### src/hw/rtl/lpc_pkg.sv
// lpc_pkg: shared widths, register indexes and effect codes of the layer compositor
// no dependencies; imported by layer_priority_compositor_top
package lpc_pkg;

    localparam int COLOR_W     = 15;
    localparam int NUM_BG      = 4;
    localparam int NUM_OBJ     = 4;
    localparam int NUM_CAND    = NUM_BG + NUM_OBJ;
    localparam int PRIO_W      = 2;
    localparam int PIXEL_W     = 16;
    localparam int CFG_INDEX_W = 8;
    localparam int CFG_DATA_W  = 16;
    localparam int KEY_W       = 6;
    localparam int LAYER_W     = 3;

    localparam logic [4:0] COEF_MAX     = 5'd16;
    localparam logic [7:0] FULL8        = 8'd255;
    localparam logic [2:0] SPRITE_LAYER = 3'd4;

    // register indexes of the configuration port
    localparam logic [CFG_INDEX_W-1:0] REG_BLEND_CONTROL    = 8'd0;
    localparam logic [CFG_INDEX_W-1:0] REG_BLEND_ALPHA      = 8'd1;
    localparam logic [CFG_INDEX_W-1:0] REG_BLEND_BRIGHTNESS = 8'd2;
    localparam logic [CFG_INDEX_W-1:0] REG_BACKDROP_COLOR   = 8'd3;

    typedef enum logic [1:0] {
        MODE_NONE     = 2'd0,
        MODE_ALPHA    = 2'd1,
        MODE_BRIGHTEN = 2'd2,
        MODE_DARKEN   = 2'd3
    } t_effect;

endpackage

### src/hw/rtl/layer_priority_compositor_top.sv
// layer_priority_compositor_top: priority selection of eight layer pixels plus
// alpha blend / brighten / darken of the winner; depends on lpc_pkg
// path: an input transfer loads the input register, then selection and effect logic
// load the result register; a stalled full result stage holds both
// throughput: one pixel per cycle unless stalled; single-pass logic between the two registers
// reset: synchronous, active low; clears both valid flags and all configuration registers
module layer_priority_compositor_top (
    input  logic                                i_clk,
    input  logic                                i_rst_n,
    // configuration write port
    input  logic                                i_cfg_we,
    input  logic [lpc_pkg::CFG_INDEX_W-1:0]     i_cfg_index,
    input  logic [lpc_pkg::CFG_DATA_W-1:0]      i_cfg_data,
    // input pixel channel
    input  logic                                i_valid,
    output logic                                o_stall,
    input  logic [lpc_pkg::NUM_BG*lpc_pkg::COLOR_W-1:0]  i_bg_colors,
    input  logic [lpc_pkg::NUM_BG*lpc_pkg::PRIO_W-1:0]   i_bg_priorities,
    input  logic [lpc_pkg::NUM_BG-1:0]                   i_bg_opaque,
    input  logic [lpc_pkg::NUM_OBJ*lpc_pkg::COLOR_W-1:0] i_obj_colors,
    input  logic [lpc_pkg::NUM_OBJ-1:0]                  i_obj_opaque,
    // result channel
    output logic                                o_valid,
    input  logic                                i_stall,
    output logic [lpc_pkg::PIXEL_W-1:0]         o_pixel_out
);
    import lpc_pkg::*;

    // configuration registers
    logic [13:0]        r_blend_control;
    logic [15:0]        r_blend_alpha;
    logic [4:0]         r_blend_brightness;
    logic [COLOR_W-1:0] r_backdrop;

    // input register stage
    logic                              r_v1;
    logic [NUM_BG*COLOR_W-1:0]         r_bg_colors;
    logic [NUM_BG*PRIO_W-1:0]          r_bg_prio;
    logic [NUM_BG-1:0]                 r_bg_opaque;
    logic [NUM_OBJ*COLOR_W-1:0]        r_obj_colors;
    logic [NUM_OBJ-1:0]                r_obj_opaque;

    // result register stage
    logic               r_v2;
    logic [PIXEL_W-1:0] r_pixel;
    logic [PIXEL_W-1:0] n_pixel;

    logic adv2;
    logic take_in;

    // per-channel arithmetic helpers
    function automatic logic [4:0] clamp16(input logic [4:0] v);
        return (v > COEF_MAX) ? COEF_MAX : v;
    endfunction

    function automatic logic [4:0] mix_ch(input logic [4:0] a, input logic [4:0] b,
                                          input logic [4:0] wa, input logic [4:0] wb);
        logic [10:0] s;
        s = 11'(a) * 11'(wa) + 11'(b) * 11'(wb);
        return (s[10:4] > 7'd31) ? 5'd31 : s[8:4];
    endfunction

    function automatic logic [4:0] shade_ch(input logic [4:0] c, input logic [4:0] evy,
                                            input logic up);
        logic [7:0]  e;
        logic [12:0] p;
        logic [8:0]  t;
        e = {c, 3'b000};
        if (up) begin
            p = 13'(FULL8 - e) * 13'(evy);
            t = 9'(e) + 9'(p[12:4]);
        end else begin
            p = 13'(e) * 13'(evy);
            t = 9'(e) - 9'(p[12:4]);
        end
        return t[7:3];
    endfunction

    // bgr555 to the packed output word, bit 5 stays clear
    function automatic logic [PIXEL_W-1:0] pack(input logic [COLOR_W-1:0] c);
        return {c[4:0], c[9:5], 1'b0, c[14:10]};
    endfunction

    // handshake: result stage loads when empty or being drained
    assign adv2    = !r_v2 || !i_stall;
    assign o_stall = r_v1 && !adv2;
    assign take_in = i_valid && !o_stall;
    assign o_valid     = r_v2;
    assign o_pixel_out = r_pixel;

    // candidate table: backgrounds in slots 0-3, sprites in slots 4-7
    logic [KEY_W-1:0]   cand_key   [NUM_CAND];
    logic [COLOR_W-1:0] cand_col   [NUM_CAND];
    logic [LAYER_W-1:0] cand_layer [NUM_CAND];
    logic [NUM_CAND-1:0] cand_ok;
    logic [NUM_CAND-1:0] is_top;
    logic [NUM_CAND-1:0] is_second;

    always_comb begin
        for (int n = 0; n < NUM_BG; n++) begin
            // rank key: priority, then background flag, then index; lower wins
            cand_key[n]   = {r_bg_prio[PRIO_W*n +: PRIO_W], 2'b10, 2'(n)};
            cand_col[n]   = r_bg_colors[COLOR_W*n +: COLOR_W];
            cand_layer[n] = LAYER_W'(n);
            cand_ok[n]    = r_bg_opaque[n];
        end
        for (int p = 0; p < NUM_OBJ; p++) begin
            cand_key[NUM_BG+p]   = {2'(p), 4'b0000};
            cand_col[NUM_BG+p]   = r_obj_colors[COLOR_W*p +: COLOR_W];
            cand_layer[NUM_BG+p] = SPRITE_LAYER;
            cand_ok[NUM_BG+p]    = r_obj_opaque[p];
        end
    end

    // rank each opaque candidate by counting opaque candidates with a lower key
    always_comb begin
        logic [2:0] rank;
        for (int i = 0; i < NUM_CAND; i++) begin
            rank = 3'd0;
            for (int j = 0; j < NUM_CAND; j++) begin
                rank = rank + 3'(cand_ok[j] && (cand_key[j] < cand_key[i]));
            end
            is_top[i]    = cand_ok[i] && (rank == 3'd0);
            is_second[i] = cand_ok[i] && (rank == 3'd1);
        end
    end

    // one-hot select of top and second pixel, then the effect
    always_comb begin
        logic [COLOR_W-1:0] c1;
        logic [COLOR_W-1:0] c2;
        logic [LAYER_W-1:0] l1;
        logic [LAYER_W-1:0] l2;
        logic [COLOR_W-1:0] color;
        logic               t1;
        logic               t2;
        logic [4:0]         eva;
        logic [4:0]         evb;
        logic [4:0]         evy;
        t_effect            mode;
        c1 = '0;
        c2 = '0;
        l1 = '0;
        l2 = '0;
        for (int i = 0; i < NUM_CAND; i++) begin
            c1 = c1 | (is_top[i]    ? cand_col[i]   : '0);
            l1 = l1 | (is_top[i]    ? cand_layer[i] : '0);
            c2 = c2 | (is_second[i] ? cand_col[i]   : '0);
            l2 = l2 | (is_second[i] ? cand_layer[i] : '0);
        end
        mode = t_effect'(r_blend_control[7:6]);
        // first targets at bits 4:0, second targets at bits 12:8
        t1   = r_blend_control[{1'b0, l1}];
        t2   = r_blend_control[{1'b1, l2}];
        eva  = clamp16(r_blend_alpha[4:0]);
        evb  = clamp16(r_blend_alpha[12:8]);
        evy  = clamp16(r_blend_brightness);
        color = c1;
        case (mode)
            MODE_ALPHA: begin
                if ((|is_second) && t1 && t2) begin
                    for (int k = 0; k < 3; k++) begin
                        color[5*k +: 5] = mix_ch(c1[5*k +: 5], c2[5*k +: 5], eva, evb);
                    end
                end
            end
            MODE_BRIGHTEN: begin
                if (t1) begin
                    for (int k = 0; k < 3; k++) begin
                        color[5*k +: 5] = shade_ch(c1[5*k +: 5], evy, 1'b1);
                    end
                end
            end
            MODE_DARKEN: begin
                if (t1) begin
                    for (int k = 0; k < 3; k++) begin
                        color[5*k +: 5] = shade_ch(c1[5*k +: 5], evy, 1'b0);
                    end
                end
            end
            default: begin
                color = c1;
            end
        endcase
        // nothing opaque: backdrop, no effect
        if (!(|cand_ok)) begin
            color = r_backdrop;
        end
        n_pixel = pack(color);
    end

    // configuration writes
    always_ff @(posedge i_clk) begin
        if (!i_rst_n) begin
            r_blend_control    <= '0;
            r_blend_alpha      <= '0;
            r_blend_brightness <= '0;
            r_backdrop         <= '0;
        end else if (i_cfg_we) begin
            case (i_cfg_index)
                REG_BLEND_CONTROL:    r_blend_control    <= i_cfg_data[13:0];
                REG_BLEND_ALPHA:      r_blend_alpha      <= i_cfg_data[15:0];
                REG_BLEND_BRIGHTNESS: r_blend_brightness <= i_cfg_data[4:0];
                REG_BACKDROP_COLOR:   r_backdrop         <= i_cfg_data[COLOR_W-1:0];
                default: begin
                end
            endcase
        end
    end

    // stage valid flags
    always_ff @(posedge i_clk) begin
        if (!i_rst_n) begin
            r_v1 <= 1'b0;
            r_v2 <= 1'b0;
        end else begin
            if (!o_stall) begin
                r_v1 <= i_valid;
            end
            if (adv2) begin
                r_v2 <= r_v1;
            end
        end
    end

    // payload registers, no reset
    always_ff @(posedge i_clk) begin
        if (take_in) begin
            r_bg_colors  <= i_bg_colors;
            r_bg_prio    <= i_bg_priorities;
            r_bg_opaque  <= i_bg_opaque;
            r_obj_colors <= i_obj_colors;
            r_obj_opaque <= i_obj_opaque;
        end
        if (adv2 && r_v1) begin
            r_pixel <= n_pixel;
        end
    end

`ifndef SYNTHESIS
    // a valid input stage that is not blocked shows up as a result next cycle
    a_advance: assert property (@(posedge i_clk) disable iff (!i_rst_n)
        (r_v1 && adv2) |=> o_valid)
        else $error("input stage item did not reach result stage");

    // reset empties the result stage
    a_reset_empty: assert property (@(posedge i_clk)
        !i_rst_n |=> !o_valid)
        else $error("result valid after reset");

    // packed word never carries bit 5
    a_bit5_clear: assert property (@(posedge i_clk) disable iff (!i_rst_n)
        o_valid |-> (o_pixel_out[5] == 1'b0))
        else $error("pixel bit 5 set");

    // an all-transparent pixel gives the backdrop unchanged
    a_backdrop: assert property (@(posedge i_clk) disable iff (!i_rst_n)
        (r_v1 && adv2 && (r_bg_opaque == '0) && (r_obj_opaque == '0))
        |=> (o_pixel_out == pack($past(r_backdrop))))
        else $error("transparent pixel did not give backdrop");
`endif

endmodule
### config.mk
export PLATFORM = sky130hd
export DESIGN_NAME = layer_priority_compositor_top
export DESIGN_NICKNAME = d
export VERILOG_FILES = /design/src/hw/rtl/lpc_pkg.sv /design/src/hw/rtl/layer_priority_compositor_top.sv
export SDC_FILE = /design/constraint.sdc
export NUM_CORES = 1
export LEC_CHECK = 0
export BUFFER_PORTS_ARGS = -buffer_cell sky130_fd_sc_hd__buf_2
export CAP_MARGIN = 20
export CORE_MARGIN = 2
export CORE_UTILIZATION = 45
export DETAILED_ROUTE_END_ITERATION = 7
export GPL_TIMING_DRIVEN = 1
export MAX_ROUTING_LAYER = met4
export PLACE_DENSITY = 0.6
export RECOVER_POWER = 25
export SLEW_MARGIN = 20
export SYNTH_ARGS = -nofsm -noshare
export SYNTH_HDL_FRONTEND = slang
export SYNTH_SLANG_ARGS = --single-unit
### constraint.sdc
create_clock -name i_clk -period 11.14 [get_ports i_clk]
set_input_delay 2.785 -clock i_clk [delete_from_list [all_inputs] [get_ports i_clk]]
set_output_delay 2.785 -clock i_clk [all_outputs]
set_load 0.005 [all_outputs]
==> impl_summary.txt <==
----------------------------------------------------
[Placed design]
  Port-buffer cells ... 180
  Detailed Place HPWL ... 44000 um
  Placed instance area ... 22000 um^2
  Post-placement cell count ... 2784
  Setup Slack @ Placement ... 1.01 ns
  Weighted congestion at the end of routability-driven global placement ... 0.903

[Detailed routing]
  Via count of the routed design ... 15600
  Number of vias per cell ... 5.53
  DR DRC count ... 0
  Routed WL per cell ... 19.5 um
  Initial drt markers ... 1009
  Drt first pass iters ... 6
  Antenna-violating nets left ... 0
  Total detailed-routing wirelength ... 54900 um

[Finish]
  Number of antenna repair diodes ... 0
  Final design instance area without fill ... 22500 um^2
  Leading cell types in the layout, fill and taps excluded ... inv_1 (253), ha_1 (243), nor2_1 (204)
  Fraction of layout cells with a size suffix above 1 ... 13.9%
  Area added between synthesis and finish ... 11.1%
  Commonest non-fill, non-tap cell in the layout ... inv_1
  Net count, final ... 2801
  Final Non-Filler Cells ... 2815

[Clock tree]
  CTS max path bufs ... 2
  Clock tree from TritonCTS ... built
  Clk Tree Root Cell ... clkbuf_16
  Clock Sinks ... 197
  Hold_buf cts ... 0
  # Post-CTS Setup Buffers ... 0
  Cts repair resizes ... 0
  Skew-Pair Late Insertion Delay ... 0.45 ns
  Number of buffers added by the clock tree synthesis step ... 17
  Level count of the clock H-tree ... 4
  Clock transition at the registers of the reported paths ... 0.08 ns

[STA]
  Final-layout setup total negative slack ... 0 ns
  Clock skew after layout ... 0.0123 ns
  Crit path setup slack, layout ... 1.00 ns
  Number of hold violations in the final report ... 0
  Worst-case headroom to the max-slew limit ... 34.1%
  Worst Max-Slew Pin Slew ... 0.986 ns
  Period utilization ... 91.0%
  Final critical path time including I/O delays and setup ... 10.14 ns
  RSZ-0062 raised after global routing ... no
  Peak clock frequency supported by timing ... 98.6 MHz
  Fin. max-slew vios ... 0
  Count of final setup violators ... 0

[Die]
  Horizontal die dimension ... 216 um
  # rows ... 77
  Starting density of the core ... 45.8%
  Die area ... 46800 um^2
  Num ports ... 183
  Die outline height ... 216 um
  Std-Cell Core Area ... 44300 um^2

[Logic synthesis]
  Average size of a mapped cell ... 9.84 um^2
  Post-Syn Area ... 20300 um^2
  Ys Warns ... 0
  Async S/R FF share, synth ... 0%
  Netlist cell types ... 99
  Sequential cell area fraction in the yosys report ... 26.9%
  Post-synthesis net count ... 2651
  Primary flip-flop cell chosen by synthesis mapping ... edfxtp_1
  Register bit count reported by yosys ... 197
  Cells after synthesis ... 2061
  Number of flops mapped to enable cells by yosys ... 151

[Critical path]
  Critical path buffer and inverter count ... 4
  Worst r2r path cells ... 30
  Critical Path Max Stage Delay ... 0.85 ns
  Dominant delay contributor by cell family on the critical path ... adder cells
  Critical path's most frequent cell ... fa_1
  Timing startpoint of the critical path ... r_bg_prio[3]$_DFFE_PP_
  Path type of the worst setup path ... flop to flop
  Crit Reg-Reg Endpoint ... o_pixel_out[11]$_DFFE_PP_
  Worst-path maximum fanout ... 12
  Worst setup path endpoint ... o_pixel_out[11]$_DFFE_PP_
  Register-to-register setup slack ... 1.00 ns
  Endpoint type of the worst setup path ... flop
  Cell with the biggest individual delay on the critical path ... nor4b_4
  CP Depth ... 30
  Data required time of the critical path ... 11.34 ns
  Startpoint of the worst-slack reg-to-reg timing path ... r_bg_prio[3]$_DFFE_PP_
  Nature of the critical path startpoint ... flop
  Worst path arrival time ... 10.34 ns

[Global route]
  Most heavily used metal layer in global routing ... met2
  GRT met2 Usage ... 39.7%
  Met3 usage in global routing ... 2.23%
  Global-route wire length before repair ... 87800 um
  Met1 Usage GRT ... 32.7%
  Leftover overflow at the end of global routing ... 0
  Total routing resource utilization after global routing ... 24.6%
  Initial antenna violation count ... 0
  Pin count of the biggest net entering global routing ... 93
  Number of global-route vias before repair ... 16200

[Pwr]
  Total power ... 2.46 mW
  VDD IR-drop max ... 0.132 mV
  Leakage Power ... 11.1 nW
  Pwr per Cell Area ... 109 nW/um^2

[Worst hold path]
  Worst hold path startpoint ... r_blend_brightness[2]$_SDFFE_PN0P_
  Hold Path Class ... flop to flop

[Status]
  Run status ... complete, no violations

[Run]
  Max capacitance violation total ... 0

----------------------------------------------------
-- worst reg2reg max path, delay by kind of cell (launching register included) --
family,cells,cell delay [ns]
adders and majority gates,11,5.02
DFF,1,0.50
xor gates and xnor gates,1,0.20
and+or+nand+nor,6,1.64
AOI/OAI and AO/OA,8,1.67
buffers and inverters,4,0.85
-- per-layer routing --
metal	share of wire, %	vias up
met1	45	7636
met3	4.5	76
met2	47	503
met4	2.7	0
met5	0	-
li1	-	7353
-- report_power, final --
group          internal (mW)  switching, mW  total [mW]
registers              0.840         0.0239       0.864
logic                  0.350          0.633       0.984
clock network          0.315          0.301       0.615
-- synth_stat cells (5+ instances only) --
cell	instances	area, um^2
inv_1	253	950
ha_1	243	3040
nor2_1	204	766
fa_1	182	3640
nand2_1	157	589
edfxtp_1	151	4530
nor2b_1	85	532
clkbuf_1	77	289
a21oi_1	76	380
xnor2_1	55	482
mux2i_1	50	500
dfxtp_1	46	921
a22oi_1	44	330
xor2_1	29	254
o21ai_0	27	135
a222oi_1	26	260
and2_1	24	150
a21o_1	23	173
and3_1	22	138
nor3_1	22	110
nand2b_1	16	100
nand3_1	15	75.1
o21ai_1	15	75.1
a211oi_1	13	97.6
a22o_1	13	114
o22ai_1	13	81.3
buf_2	12	60.1
a31oi_1	11	68.8
a221oi_1	9	78.8
or2_2	9	56.3
clkinv_1	7	26.3
nor4_1	7	43.8
o21bai_1	7	52.6
nand4_1	6	37.5
a221o_1	5	50.1
-- through the flow --
stage | util, % | hold slack (ns)
2_1_floorplan | - | 0.466
3_3_place_gp | 49.5 | 0.474
3_5_place_dp | 49.5 | 0.495
4_1_cts | 50.8 | 0.514
5_1_grt | 50.9 | 0.542
6_report | 50.9 | 0.514
-- kinds of logic after synthesis --
logic type      Yosys count  synth area share (%)
flops                   197                  26.9
xor+xnor                 88                  4.05
simple gates            606                  14.7
buf+inv                 358                  6.81
other cells               1                0.0185
compound gates          334                  12.0
mux                      52                  2.59
fa+ha+maj               425                  32.9
-- worst min path at each step --
| stage | endpoint | cells after the start |
|---|---|---|
| 2_1_floorplan | o_valid$_SDFFE_PN0N_ | 2 |
| 3_3_place_gp | o_valid$_SDFFE_PN0N_ | 2 |
| 3_5_place_dp | o_valid$_SDFFE_PN0N_ | 2 |
| 4_1_cts | o_valid$_SDFFE_PN0N_ | 2 |
| 5_1_grt | r_blend_control[0]$_SDFFE_PN0P_ | 2 |
| 6_report | r_blend_brightness[2]$_SDFFE_PN0P_ | 2 |
-- registers in the layout (all words and copies together), names as in the netlist --
register	count
r_backdrop	15
r_obj_opaque	4
r_bg_prio	8
r_blend_brightness	5
o_pixel_out	15
r_blend_control	14
r_v1	1
r_bg_colors	60
r_blend_alpha	10
r_obj_colors	60
o_valid	1
r_bg_opaque	4
-- area by class of cell --
cell class | instances | area, um^2
fillers | 4082 | 21800
multi-input cells | 1506 | 13500
flip-flops and latches | 197 | 5460
repair buffers | 228 | 1260
inverters | 261 | 980
well taps | 592 | 741
clock buffers | 18 | 429
clock inverters | 13 | 141
(Power assumes the default switching activity.)
